--- src/hw/rtl/psgde_pkg.sv ---
// ----------------------------------------------------------------------------
// PSG delta encoder package
// Operation codes, stream constants and the command passed from the
// front end to the byte sequencer.
// ----------------------------------------------------------------------------
package psgde_pkg;

   localparam int NUM_REGS = 14;
   localparam int ENV_REG = 13;
   localparam bit ENV_PRESENT = (ENV_REG < NUM_REGS);
   localparam int REG_SEL_W = (NUM_REGS > 1) ? $clog2(NUM_REGS) : 1;

   localparam logic [1:0] OP_TICK = 2'd0;
   localparam logic [1:0] OP_SAMPLE = 2'd1;
   localparam logic [1:0] OP_FLUSH = 2'd2;

   localparam logic [7:0] RUN_MARK = 8'hFE;
   localparam logic [7:0] ONE_FRAME = 8'hFF;
   localparam logic [7:0] ENV_IDLE_VALUE = 8'hFF;
   localparam logic [7:0] FULL_GROUPS = 8'd255;
   localparam logic [9:0] IDLE_LIMIT = 10'd1023;
   localparam logic [9:0] IDLE_AFTER_FULL = 10'd4;

   typedef struct packed {
      logic [7:0] groups;
      logic [1:0] rest;
      logic       has_reg;
      logic [3:0] reg_index;
      logic [7:0] reg_value;
   } cmd_type;

endpackage

--- src/hw/rtl/psgde_if.sv ---
// ----------------------------------------------------------------------------
// PSG delta encoder channels
// Valid/ready channels for the input operations and the output byte stream.
// ----------------------------------------------------------------------------
interface psgde_req_if;
   logic       valid;
   logic       ready;
   logic [1:0] op;
   logic [3:0] reg_index;
   logic [7:0] reg_value;

   modport source (output valid, output op, output reg_index, output reg_value,
                   input ready);
   modport sink (input valid, input op, input reg_index, input reg_value,
                 output ready);
endinterface

interface psgde_rsp_if;
   logic       valid;
   logic       ready;
   logic [7:0] out_byte;
   logic       last;

   modport source (output valid, output out_byte, output last, input ready);
   modport sink (input valid, input out_byte, input last, output ready);
endinterface

--- src/hw/rtl/psg_register_delta_encoder_core.sv ---
// ----------------------------------------------------------------------------
// PSG register delta encoder
// An item's bytes pass through the command queue and the registered output.
// Throughput: one item per cycle while the two-entry command queue has room;
// the output delivers one byte per cycle while the receiver is ready, and an
// item produces no bytes or up to seven, expanded by the byte sequencer.
// Reset clears the idle counter, the recorded flags, the queue and the output.
// ----------------------------------------------------------------------------
module psg_register_delta_encoder_core (
   input  logic       clock,
   input  logic       reset,
   psgde_req_if.sink  req_ch,
   psgde_rsp_if.source rsp_ch
);
   import psgde_pkg::*;

   cmd_type front_cmd;
   cmd_type head_cmd;
   logic front_valid;
   logic queue_not_full;
   logic queue_not_empty;
   logic queue_pop;

   psgde_front u_front (
      .clock     (clock),
      .reset     (reset),
      .req_ch    (req_ch),
      .cmd_ready (queue_not_full),
      .cmd_valid (front_valid),
      .cmd       (front_cmd)
   );

   psgde_cmd_queue u_queue (
      .clock     (clock),
      .reset     (reset),
      .push      (front_valid),
      .push_cmd  (front_cmd),
      .not_full  (queue_not_full),
      .pop       (queue_pop),
      .not_empty (queue_not_empty),
      .head      (head_cmd)
   );

   psgde_back u_back (
      .clock     (clock),
      .reset     (reset),
      .cmd_valid (queue_not_empty),
      .cmd       (head_cmd),
      .cmd_pop   (queue_pop),
      .rsp_ch    (rsp_ch)
   );

endmodule

--- src/hw/rtl/psgde_front.sv ---
// ----------------------------------------------------------------------------
// PSG delta encoder front end
// Accepts operations, tracks recorded registers and the idle run, and
// issues byte commands to the queue.
// ----------------------------------------------------------------------------
module psgde_front (
   input  logic                 clock,
   input  logic                 reset,
   psgde_req_if.sink            req_ch,
   input  logic                 cmd_ready,
   output logic                 cmd_valid,
   output psgde_pkg::cmd_type   cmd
);
   import psgde_pkg::*;

   localparam logic [REG_SEL_W-1:0] ENV_SLOT =
      REG_SEL_W'(ENV_PRESENT ? ENV_REG : 0);

   logic [7:0] value_ff [NUM_REGS];
   logic [NUM_REGS-1:0] known_ff;
   logic [NUM_REGS-1:0] known_in;
   logic [9:0] idle_ff;
   logic [9:0] idle_in;

   logic accept;
   logic in_range;
   logic [REG_SEL_W-1:0] sel;
   logic changed;
   logic push;
   logic write_sample;
   logic write_env;

   assign req_ch.ready = cmd_ready;
   assign accept = req_ch.valid && cmd_ready;
   assign in_range = ({1'b0, req_ch.reg_index} < 5'(NUM_REGS));
   assign sel = req_ch.reg_index[REG_SEL_W-1:0];
   assign changed = in_range && (!known_ff[sel] || (value_ff[sel] != req_ch.reg_value));

   always_comb begin
      idle_in = idle_ff;
      push = 1'b0;
      write_sample = 1'b0;
      write_env = 1'b0;
      cmd.groups = idle_ff[9:2];
      cmd.rest = idle_ff[1:0];
      cmd.has_reg = 1'b0;
      cmd.reg_index = req_ch.reg_index;
      cmd.reg_value = req_ch.reg_value;
      unique case (req_ch.op)
         OP_TICK: begin
            write_env = ENV_PRESENT;
            if (idle_ff >= IDLE_LIMIT) begin
               push = 1'b1;
               cmd.groups = FULL_GROUPS;
               cmd.rest = 2'd0;
               idle_in = IDLE_AFTER_FULL;
            end else begin
               idle_in = idle_ff + 10'd1;
            end
         end
         OP_SAMPLE: begin
            if (changed) begin
               push = 1'b1;
               write_sample = 1'b1;
               cmd.has_reg = 1'b1;
               idle_in = 10'd0;
            end
         end
         OP_FLUSH: begin
            push = (idle_ff != 10'd0);
            idle_in = 10'd0;
         end
         default: begin
         end
      endcase
   end

   assign cmd_valid = accept && push;

   always_comb begin
      known_in = known_ff;
      if (accept && write_sample) begin
         known_in[sel] = 1'b1;
      end
      if (accept && write_env) begin
         known_in[ENV_SLOT] = 1'b1;
      end
   end

   always_ff @(posedge clock) begin
      if (reset) begin
         known_ff <= '0;
         idle_ff <= '0;
      end else begin
         known_ff <= known_in;
         if (accept) begin
            idle_ff <= idle_in;
         end
      end
   end

   always_ff @(posedge clock) begin
      if (accept && write_sample) begin
         value_ff[sel] <= req_ch.reg_value;
      end
      if (accept && write_env) begin
         value_ff[ENV_SLOT] <= ENV_IDLE_VALUE;
      end
   end

endmodule

--- src/hw/rtl/psgde_cmd_queue.sv ---
// ----------------------------------------------------------------------------
// PSG delta encoder command queue
// Two-entry queue that decouples the front end from the byte sequencer.
// ----------------------------------------------------------------------------
module psgde_cmd_queue (
   input  logic                 clock,
   input  logic                 reset,
   input  logic                 push,
   input  psgde_pkg::cmd_type   push_cmd,
   output logic                 not_full,
   input  logic                 pop,
   output logic                 not_empty,
   output psgde_pkg::cmd_type   head
);
   import psgde_pkg::*;

   cmd_type slot_ff [2];
   logic wr_ptr_ff;
   logic wr_ptr_in;
   logic rd_ptr_ff;
   logic rd_ptr_in;
   logic [1:0] count_ff;
   logic [1:0] count_in;

   assign not_full = (count_ff != 2'd2);
   assign not_empty = (count_ff != 2'd0);
   assign head = slot_ff[rd_ptr_ff];

   assign wr_ptr_in = push ? ~wr_ptr_ff : wr_ptr_ff;
   assign rd_ptr_in = pop ? ~rd_ptr_ff : rd_ptr_ff;
   assign count_in = count_ff + 2'(push) - 2'(pop);

   always_ff @(posedge clock) begin
      if (reset) begin
         wr_ptr_ff <= 1'b0;
         rd_ptr_ff <= 1'b0;
         count_ff <= 2'd0;
      end else begin
         wr_ptr_ff <= wr_ptr_in;
         rd_ptr_ff <= rd_ptr_in;
         count_ff <= count_in;
      end
   end

   always_ff @(posedge clock) begin
      if (push) begin
         slot_ff[wr_ptr_ff] <= push_cmd;
      end
   end

endmodule

--- src/hw/rtl/psgde_back.sv ---
// ----------------------------------------------------------------------------
// PSG delta encoder byte sequencer
// Expands each queued command into run bytes and, if it carries one, a
// register write, one byte per cycle into a registered output unless stalled.
// ----------------------------------------------------------------------------
module psgde_back (
   input  logic                 clock,
   input  logic                 reset,
   input  logic                 cmd_valid,
   input  psgde_pkg::cmd_type   cmd,
   output logic                 cmd_pop,
   psgde_rsp_if.source          rsp_ch
);
   import psgde_pkg::*;

   localparam logic [2:0] P_START = 3'd0;
   localparam logic [2:0] P_MARK = 3'd1;
   localparam logic [2:0] P_COUNT = 3'd2;
   localparam logic [2:0] P_ONE = 3'd3;
   localparam logic [2:0] P_IDX = 3'd4;
   localparam logic [2:0] P_VAL = 3'd5;

   logic [2:0] phase_ff;
   logic [2:0] phase_in;
   logic [1:0] left_ff;
   logic [1:0] left_in;
   logic valid_ff;
   logic valid_in;
   logic [7:0] byte_ff;
   logic [7:0] byte_in;
   logic last_ff;
   logic last_in;

   logic [2:0] cur_phase;
   logic [2:0] next_phase;
   logic [2:0] after_run;
   logic [1:0] cur_left;
   logic fire;

   assign fire = cmd_valid && (!valid_ff || rsp_ch.ready);
   assign after_run = cmd.has_reg ? P_IDX : P_START;
   assign cur_left = (phase_ff == P_ONE) ? left_ff : cmd.rest;

   always_comb begin
      if (phase_ff != P_START) begin
         cur_phase = phase_ff;
      end else if (cmd.groups != 8'd0) begin
         cur_phase = P_MARK;
      end else if (cmd.rest != 2'd0) begin
         cur_phase = P_ONE;
      end else begin
         cur_phase = P_IDX;
      end
   end

   always_comb begin
      byte_in = 8'd0;
      next_phase = P_START;
      left_in = left_ff;
      unique case (cur_phase)
         P_MARK: begin
            byte_in = RUN_MARK;
            next_phase = P_COUNT;
         end
         P_COUNT: begin
            byte_in = cmd.groups;
            left_in = cmd.rest;
            next_phase = (cmd.rest != 2'd0) ? P_ONE : after_run;
         end
         P_ONE: begin
            byte_in = ONE_FRAME;
            left_in = cur_left - 2'd1;
            next_phase = (cur_left > 2'd1) ? P_ONE : after_run;
         end
         P_IDX: begin
            byte_in = 8'(cmd.reg_index);
            next_phase = P_VAL;
         end
         P_VAL: begin
            byte_in = cmd.reg_value;
            next_phase = P_START;
         end
         default: begin
         end
      endcase
   end

   assign last_in = (next_phase == P_START);
   assign cmd_pop = fire && last_in;
   assign phase_in = fire ? next_phase : phase_ff;
   assign valid_in = fire || (valid_ff && !rsp_ch.ready);

   always_ff @(posedge clock) begin
      if (reset) begin
         phase_ff <= P_START;
         valid_ff <= 1'b0;
      end else begin
         phase_ff <= phase_in;
         valid_ff <= valid_in;
      end
   end

   always_ff @(posedge clock) begin
      if (fire) begin
         left_ff <= left_in;
         byte_ff <= byte_in;
         last_ff <= last_in;
      end
   end

   assign rsp_ch.valid = valid_ff;
   assign rsp_ch.out_byte = byte_ff;
   assign rsp_ch.last = last_ff;

   a_pop_marks_last: assert property (@(posedge clock) disable iff (reset)
      cmd_pop |=> (rsp_ch.valid && rsp_ch.last))
      else $error("Command retired without a final byte.");

   a_mid_command_head: assert property (@(posedge clock) disable iff (reset)
      (phase_ff != P_START) |-> cmd_valid)
      else $error("Queue head lost in the middle of a command.");

   a_one_frame_count: assert property (@(posedge clock) disable iff (reset)
      (phase_ff == P_ONE) |-> (left_ff != 2'd0))
      else $error("Idle frame bytes continue past the leftover count.");

endmodule
--- src/flat_wrapper.sv ---
// flat-port wrapper written by rule: the top's interface ports become plain ports
module psg_register_delta_encoder_core_flat import psgde_pkg::*;
  (clock, reset, req_ch_valid, req_ch_op, req_ch_reg_index, req_ch_reg_value, req_ch_ready, rsp_ch_valid, rsp_ch_out_byte, rsp_ch_last, rsp_ch_ready);
  psgde_req_if req_ch_i ();
  psgde_rsp_if rsp_ch_i ();
  input  logic clock;
  input  logic reset;
  input wire logic [$bits(req_ch_i.valid)-1:0] req_ch_valid;
  input wire logic [$bits(req_ch_i.op)-1:0] req_ch_op;
  input wire logic [$bits(req_ch_i.reg_index)-1:0] req_ch_reg_index;
  input wire logic [$bits(req_ch_i.reg_value)-1:0] req_ch_reg_value;
  output wire logic [$bits(req_ch_i.ready)-1:0] req_ch_ready;
  output wire logic [$bits(rsp_ch_i.valid)-1:0] rsp_ch_valid;
  output wire logic [$bits(rsp_ch_i.out_byte)-1:0] rsp_ch_out_byte;
  output wire logic [$bits(rsp_ch_i.last)-1:0] rsp_ch_last;
  input wire logic [$bits(rsp_ch_i.ready)-1:0] rsp_ch_ready;
  assign req_ch_i.valid = req_ch_valid;
  assign req_ch_i.op = req_ch_op;
  assign req_ch_i.reg_index = req_ch_reg_index;
  assign req_ch_i.reg_value = req_ch_reg_value;
  assign req_ch_ready = req_ch_i.ready;
  assign rsp_ch_valid = rsp_ch_i.valid;
  assign rsp_ch_out_byte = rsp_ch_i.out_byte;
  assign rsp_ch_last = rsp_ch_i.last;
  assign rsp_ch_i.ready = rsp_ch_ready;
  psg_register_delta_encoder_core u_core (.clock(clock), .reset(reset), .req_ch(req_ch_i), .rsp_ch(rsp_ch_i));
endmodule
--- config.mk ---
export PLATFORM = sky130hd
export DESIGN_NAME = psg_register_delta_encoder_core_flat
export DESIGN_NICKNAME = d
export VERILOG_FILES = /design/src/hw/rtl/psgde_pkg.sv /design/src/hw/rtl/psgde_if.sv /design/src/hw/rtl/psg_register_delta_encoder_core.sv /design/src/hw/rtl/psgde_front.sv /design/src/hw/rtl/psgde_cmd_queue.sv /design/src/hw/rtl/psgde_back.sv /design/src/flat_wrapper.sv
export SDC_FILE = /design/constraint.sdc
export NUM_CORES = 1
export LEC_CHECK = 0
export ABC_AREA = 1
export BUFFER_PORTS_ARGS = -buffer_cell sky130_fd_sc_hd__buf_2
export CAP_MARGIN = 25
export CORE_MARGIN = 4
export CORE_UTILIZATION = 50
export CTS_CLUSTER_SIZE = 20
export DETAILED_ROUTE_END_ITERATION = 10
export GPL_TIMING_DRIVEN = 0
export PLACE_DENSITY = 0.66
export SYNTH_ARGS = -nofsm -noshare
export SYNTH_HDL_FRONTEND = slang
export SYNTH_SLANG_ARGS = --single-unit
--- constraint.sdc ---
create_clock -name clock -period 4.7 [get_ports clock]
set_input_delay 0.47 -clock clock [delete_from_list [all_inputs] [get_ports clock]]
set_output_delay 0.47 -clock clock [all_outputs]
set_load 0.03 [all_outputs]
==> results of run 1 <==
placed cells by master, fill, tap and decap left out, types with 8 or more instances in the layout:
cell type | synthesis | layout
clkbuf_16 | 0 | 21
ha_1 | 8 | 8
inv_1 | 67 | 67
o21ai_0 | 30 | 30
a21oi_1 | 40 | 40
buf_4 | 7 | 19
buf_2 | 7 | 35
dfxtp_1 | 33 | 33
nor4_2 | 1 | 14
edfxtp_1 | 169 | 169
nand2_1 | 328 | 328
nand3_1 | 37 | 37
nand4_1 | 8 | 8
o21bai_1 | 9 | 9
clkbuf_1 | 17 | 21
inv_2 | 8 | 8
nor2_1 | 96 | 95
registers in the layout, summed over array words and instances, names as in the netlist, named ones only:
signal                         cells
u_core.u_back.rsp_ch.out_byte      8
u_core.u_back.left_ff              2
u_core.u_queue.rd_ptr_ff           1
u_core.u_queue.slot_ff            46
u_core.u_front.value_ff          112
u_core.u_queue.wr_ptr_ff           1
u_core.u_back.phase_ff             3
u_core.u_back.rsp_ch.last          1
u_core.u_back.rsp_ch.valid         1
u_core.u_front.known_ff           14
u_core.u_front.idle_ff            10
u_core.u_queue.count_ff            2
path summary, 6_finish.rpt:
path | slack, ns | to | depth (start not counted) | from
hold reg to reg | 0.46 | u_core.u_front.known_ff[8] | 2 | u_core.u_front.known_ff[8]
setup / recovery | 1.52 | u_core.u_front.value_ff[12][1] | 17 | req_ch_reg_index[1]
hold / removal | 0.22 | u_core.u_queue.slot_ff[0][9] | 1 | req_ch_reg_index[1]
setup reg to reg | 1.53 | u_core.u_queue.count_ff[1] | 19 | flip-flop
cells in the mapped netlist (all sizes together) (3+ instances only):
cell,number
nand4,8
o21bai,9
nand3b,3
ha,8
inv,75
edfxtp,169
clkbuf,17
a21oi,40
nand3,39
o21ai,33
buf,20
o31ai,4
a22oi,5
nand2,333
dfxtp,33
o311ai,4
nor2,99
nor3,6
nor4,16
metrics by stage:
stage	cell area [um^2]	hold WS (ns)	instances	worst slack (ns)
2_1_floorplan	9011	0.4237	932	1.482
3_3_place_gp	9433	0.4507	1185	0.09767
3_5_place_dp	9634	0.4463	1198	1.026
4_1_cts	10250	0.2021	1233	1.518
5_1_grt	10250	0.2083	1233	1.218
6_report	10250	0.2162	1233	1.518
per-layer routing:
metal,track usage [%],share of wire [%],up-vias
li1,-,-,3247
met1,28.21,45,3109
met2,34.88,49,138
met3,2.621,3.6,30
met4,4.949,2.1,0
met5,0,0,-
cell type report:
type / instances / share of cell area, %
inverters: 76 / 2.784
multi-input cells: 617 / 28.01
flip-flops and latches: 202 / 55.98
repair buffers: 41 / 2.516
clock buffers: 25 / 5.275
clock inverters: 10 / 0.6961
well taps: 225 / 2.748
plain buffers: 37 / 1.990
cell families after synthesis:
kind of cell | count (synthesis) | share of synthesized area (%)
compound gates | 101 | 6.429
xor+xnor | 2 | 0.1944
fa+ha+maj | 8 | 1.111
buf+inv | 113 | 5.429
flops | 202 | 63.65
simple gates | 506 | 23.19
power by group:
| part | switching, uW | internal [uW] | leakage (uW) | total, uW |
|---|---|---|---|---|
| logic | 600 | 233 | 0.00197 | 833 |
| registers | 47.7 | 2080 | 0.00179 | 2120 |
| clock network | 635 | 870 | 0.000306 | 1500 |
==> summary.md, run 1 <==
| Metric | Value |
|---|---|
| Most common cell on crit path | nand2_1 |
| Ant diodes | 0 |
| Die ar. | 20,230 um^2 |
| Final Net Count | between 1,000 and 1,500 |
| First-pass GRT wire length | approximately 33,000 um |
| Final wirelength | about 20,000 um |
| DP Wirelength | between 10,000 and 15,000 um |
| Initial DRC count | 474 |
| Die X | between 100 and 150 um |
| Clk root buf | clkbuf_16 |
| Wire length per cell | ~16 um |
| Die Span Y | about 140 um |
| Ys async rst share | 0% |
| Synthesized area | between 9000 and 10,000 um^2 |
| # hold bufs at CTS | 0 |
| EDFF count, synth | about 170 |
| Synth Area per Inst | approximately 9.7 um^2 |
| Final hold viol count | 0 |
| Area Overhead vs Synth | 13.70% |
| Yosys top cell by area | edfxtp_1 |
| GRT overflow | 0 |
| #FFs+latches synth | approximately 200 |
| Skew final | about 0.0084 ns |
| Setup TNS | 0 ns |
| Crit-path slowest cell | nor4_2 |
| Worst path top cell family by delay | simple AND/OR/NAND/NOR gates |
| Syn_nets | roughly 960 |
| GRT Overall Usage | about 20% |
| H-tree depth | 1 |
| Largest fanout on the critical path | 10 |
| Initial Util | 51.56% |
| Largest net degree at the start of global routing | 24 |
| CP Capture Type | flip-flop |
| CP Launch Type | input port |
| DR vias | around 6,500 |
| Area of the multi-input gates | between 2000 and 3000 um^2 |
| Final design utilization | 58.63% |
| Max Slew Vio Count | 0 |
| Tmin final | around 3.2 ns |
| Drt drc | 0 |
| P per Cell Area | between 400 and 500 nW/um^2 |
| Tcrit/Tclk final | ~68% |
| Vias/cell | 5.291 |
| Register area share after synthesis | between 60% and 70% |
| CP peak stage delay | about 0.70 ns |
| Number of global-route vias before repair | ~6,100 |
| Crit path DAT | between 3 and 4 ns |
| Share of the synthesized area in the top cell type | between 50% and 60% |
| Crit Path Class | in -> reg |
| Register area | around 5700 um^2 |
| Max-Cap Viols | 0 |
| Final antenna-violating net count | 0 |
| Layout cells sized above 1 | roughly an eighth |
| Type of the most critical hold path | in -> reg |
| Clock buffer depth | 3 |
| Clk pin slew, worst setup/hold paths | approximately 0.060 ns |
| Tot Pwr | approximately 4500 uW |
| Final Setup Violations | 0 |
| RSZ-0062 raised after global routing | no |
| # fillers | between 1,500 and 2,000 |
| Io pins | 29 |
| Cts repair resizes | 0 |
| Max Fclk | roughly 0.31 GHz |
| Status | finished, final reports clean |
| Cells along the critical path | buf_2 -> buf_2 -> nand2_2 -> inv_2 -> buf_4 -> nand2_1 -> nand3_1 -> nand2_1 -> nand2_1 -> o21ai_0 -> nand2_1 -> nand3_1 -> nor2_1 -> nand2_2 -> nand3_4 -> buf_4 -> nor4_2 |
| GP Congestion | between 0.8 and 0.9 |
| Buffers and inverters on the worst path | 5 |
| Top post-synthesis cells by area | edfxtp_1 56%, nand2_1 14%, dfxtp_1 7.3% |
| Worst-Margin Slew | 0.9285 ns |
| Max_slew headroom | 37.59% |
| Setup Fix Bufs, Post-CTS | 0 |
| Static Leakage | a little over 0.004 uW |
| Required @ worst endpoint | ~4.8 ns |
| Initial antenna violation count | 0 |
| FP Rows | between 40 and 50 |
| CTS Buf Count | 21 |
| CTS sink cnt | just over 200 |
| Cell count after synthesis | 932 |
| Clock network latency to the later pin of the worst-skew pair | around 0.49 ns |
| Top_reg_cell synth | edfxtp_1 |
| CTS tree | built |
| 1st-pass router iterations | 5 |
| Netlist cell types | 37 |
| Placeable Area | approximately 17,000 um^2 |
| VDD IR max | 0.0003242 V |
| Warnings from Yosys | 0 |
| Port bufs | 28 |
Power figures use the tool's default switching activity.
==> run 2: changes to the inputs <==
==> constraint.sdc (replaced) <==
create_clock -name clock -period 3.01 [get_ports clock]
set_input_delay 0.301 -clock clock [delete_from_list [all_inputs] [get_ports clock]]
set_output_delay 0.301 -clock clock [all_outputs]
set_load 0.03 [all_outputs]
==> summary.md, run 2 (synthesis results as in run 1) <==
| Metric | Value |
|---|---|
| Sw Pwr | 2134 uW (was 1283 uW) |
| Clock network latency to the later pin of the worst-skew pair | 0.49 ns (about the same) |
| First-pass GRT wire length | 32,360 um (was 32,620 um) |
| Critical Path Source | req_ch_reg_index[0] (was req_ch_reg_index[1]) |
| Required @ worst endpoint | 3.21 ns (was 4.80 ns) |
| Die Span Y | 142.2 um (unchanged) |
| Area Overhead vs Synth | 18.08% (was 13.70%) |
| Int Power | 5673 uW (was 3178 uW) |
| Tot Pwr | 7807 uW (was 4461 uW) |
| Largest net degree at the start of global routing | 24 (unchanged) |
| DP Wirelength | 14,220 um (was 14,340 um) |
| # fillers | 1,424 (was 1,501) |
| P per Cell Area | 733.7 nW/um^2 (was 435.4 nW/um^2) |
| Tmin final | ~2.8 ns |
| Commonest non-fill, non-tap cell in the layout | nand2_1 (unchanged) |
| Final Setup Violations | 0 (unchanged) |
| WL met2 | 10,060 um (was 9942 um) |
| DR vias | 6,531 (was 6,524) |
| Die X | 142.2 um (unchanged) |
| Largest fanout on the critical path | 10 (unchanged) |
| GRT overflow | 0 (unchanged) |
| Vias/cell | 5.246 (was 5.291) |
| Status | finished, final reports clean (unchanged) |
| Final wirelength | 20,460 um (was 20,190 um) |
| 1st-pass router iterations | 5 (unchanged) |
| CTS tree | built (unchanged) |
| CTS sink cnt | 202 (unchanged) |
| Met3 WL | 853 um (was 717 um) |
| Area of the multi-input gates | 2970 um^2 (was 2870 um^2) |
| Ant diodes | 0 (unchanged) |
| Die ar. | 20,230 um^2 (unchanged) |
| H-tree depth | 1 (unchanged) |
| Clk root buf | clkbuf_16 (unchanged) |
| Top Registers | u_core.u_front.value_ff (112), u_core.u_queue.slot_ff (46), u_core.u_front.known_ff (14) (unchanged) |
| Sequential share of power | 42.5% (was 47.6%) |
| Initial DRC count | 436 (was 474) |
| Placeable Area | 17,480 um^2 (unchanged) |
| Port bufs | 28 (unchanged) |
| Hold path start | reset (was req_ch_reg_index[1]) |
| Pre-CTS WS | -0.5259 ns (was 1.026 ns) |
| Crit path DAT | 2.95 ns (was 3.29 ns) |
| Crit Path Class | in -> reg (unchanged) |
| Max-Cap Viols | 0 (unchanged) |
| Wire length per cell | 16.44 um (was 16.38 um) |
| VDD IR max | 0.0005248 V (was 0.0003242 V) |
| Number of global-route vias before repair | 6,172 (was 6,143) |
| Placed insts | 1,198 (unchanged) |
| Clock share of power | 39.3% (was 33.7%) |
| Skew final | 0.01130 ns (was 0.008381 ns) |
| GP Congestion | 0.8569 (was 0.8622) |
| Register area | 5739 um^2 (was 5736 um^2) |
| CP Capture Type | flip-flop (unchanged) |
| GRT Overall Usage | 20.37% (was 20.49%) |
| Max_slew headroom | 48.38% (was 37.59%) |
| Tcrit/Tclk final | between 90% and 100% |
| Final hold viol count | 0 (unchanged) |
| Max Fclk | 0.3633 GHz |
| Io pins | 29 (unchanged) |
| Final design utilization | 60.88% (was 58.63%) |
| Final Net Count | 1,030 (was 1,022) |
| Max Slew Vio Count | 0 (unchanged) |
| Register bank with the most flops | u_core.u_front.value_ff (unchanged) |
| Max FFs per register | 112 (unchanged) |
| Layout cells sized above 1 | 15.10% (was 12.00%) |
| Static Leakage | 0.004200 uW (was 0.004062 uW) |
| Comb power frac | 18.2% (was 18.7%) |
| Design Area, Final | 10,640 um^2 (was 10,250 um^2) |
| Sw Share | 27.33% (was 28.75%) |
| Clk pin slew, worst setup/hold paths | 0.06 ns (about the same) |
| Final antenna-violating net count | 0 (unchanged) |
| CP Launch Type | input port (unchanged) |
| Drt drc | 0 (unchanged) |
| Most frequent cells in the layout | 323 x nand2_1, 169 x edfxtp_1, 90 x nor2_1 (was 328 x nand2_1, 169 x edfxtp_1, 95 x nor2_1) |
| Worst-Margin Slew | 0.7742 ns (was 0.9285 ns) |
| WL met1 | 9126 um (was 9109 um) |
| Setup ws final | 0.2574 ns (was 1.518 ns) |
| Initial antenna violation count | 0 (unchanged) |
| Type of the most critical hold path | in -> reg (unchanged) |
| Initial Util | 51.56% (unchanged) |
| Top Metal Used | met4 (unchanged) |
| Placed inst area | 9622 um^2 (was 9634 um^2) |
| CTS Buf Count | 22 (was 21) |
| Final non-filler cell total | 1,245 (was 1,233) |
| Clock buffer depth | 3 (unchanged) |
| FP Rows | 48 (unchanged) |
[run 2: repair_timing]
| item | CTS | global route |
|---|---|---|
| pin swaps | 0 | 8 |
| resized for setup | 5 | 31 |
| endpoints found under the setup margin | 19 | 69 |
| buffers inserted | 0 | 8 |
| hold buffers | 0 | 0 |
[run 2: stage by stage]
step,TNS (ns),hold slack (ns)
6_report,0,0.05206
5_1_grt,-0.01775,0.04644
4_1_cts,0,0.004540
3_5_place_dp,-41.79,0.4470
3_3_place_gp,-156.79,0.4454
2_1_floorplan,0,0.3701
[run 2: worst paths after layout]
kind / end / slack, ns / cells past startpoint
max reg2reg: u_core.u_queue.count_ff[1] / 0.29 / 19
max: u_core.u_front.value_ff[6][3] / 0.26 / 15
min reg2reg: u_core.u_front.known_ff[8] / 0.46 / 2
min: u_core.u_front.known_ff[12] / 0.05 / 2
[run 2: critical path, cell delays in order]
cell and delay, ns:
buf_2 0.22, buf_6 0.20, nor2_1 0.09, buf_4 0.19, inv_2 0.21, o22ai_1 0.12
o21ai_0 0.19, nand3_1 0.11, nand3_1 0.09, nor2_1 0.06, nand2_2 0.09, nand3_4 0.13
buf_2 0.26, nor4_2 0.40, buf_4 0.27
[run 2: area by class of cell]
class / instances / area share [%]
Clock buffer: 24 / 5.445
Sequential cell: 202 / 53.94
Multi-Input combinational cell: 617 / 27.92
Timing Repair Buffer: 49 / 2.893
Buffer: 36 / 1.952
Clock inverter: 16 / 2.493
Tap cell: 225 / 2.646
Inverter: 76 / 2.716
[run 2: power by group through the flow]
| stage | Sequential, uW | Combinational, uW | Clock [uW] |
|---|---|---|---|
| after floorplan | 3450 | 827 | 0 |
| after detailed placement | 3380 | 1290 | 0 |
| after CTS | 3320 | 1300 | 3100 |
| after global placement | 3370 | 1250 | 0 |
| after global routing | 3330 | 1590 | 3230 |
| final | 3320 | 1420 | 3060 |
[run 2: layer usage]
layer / vias to the layer above / GRT usage [%]
met5: - / 0
met4: 0 / 4.848
met3: 29 / 2.587
met2: 143 / 34.81
met1: 3101 / 27.97
li1: 3258 / -
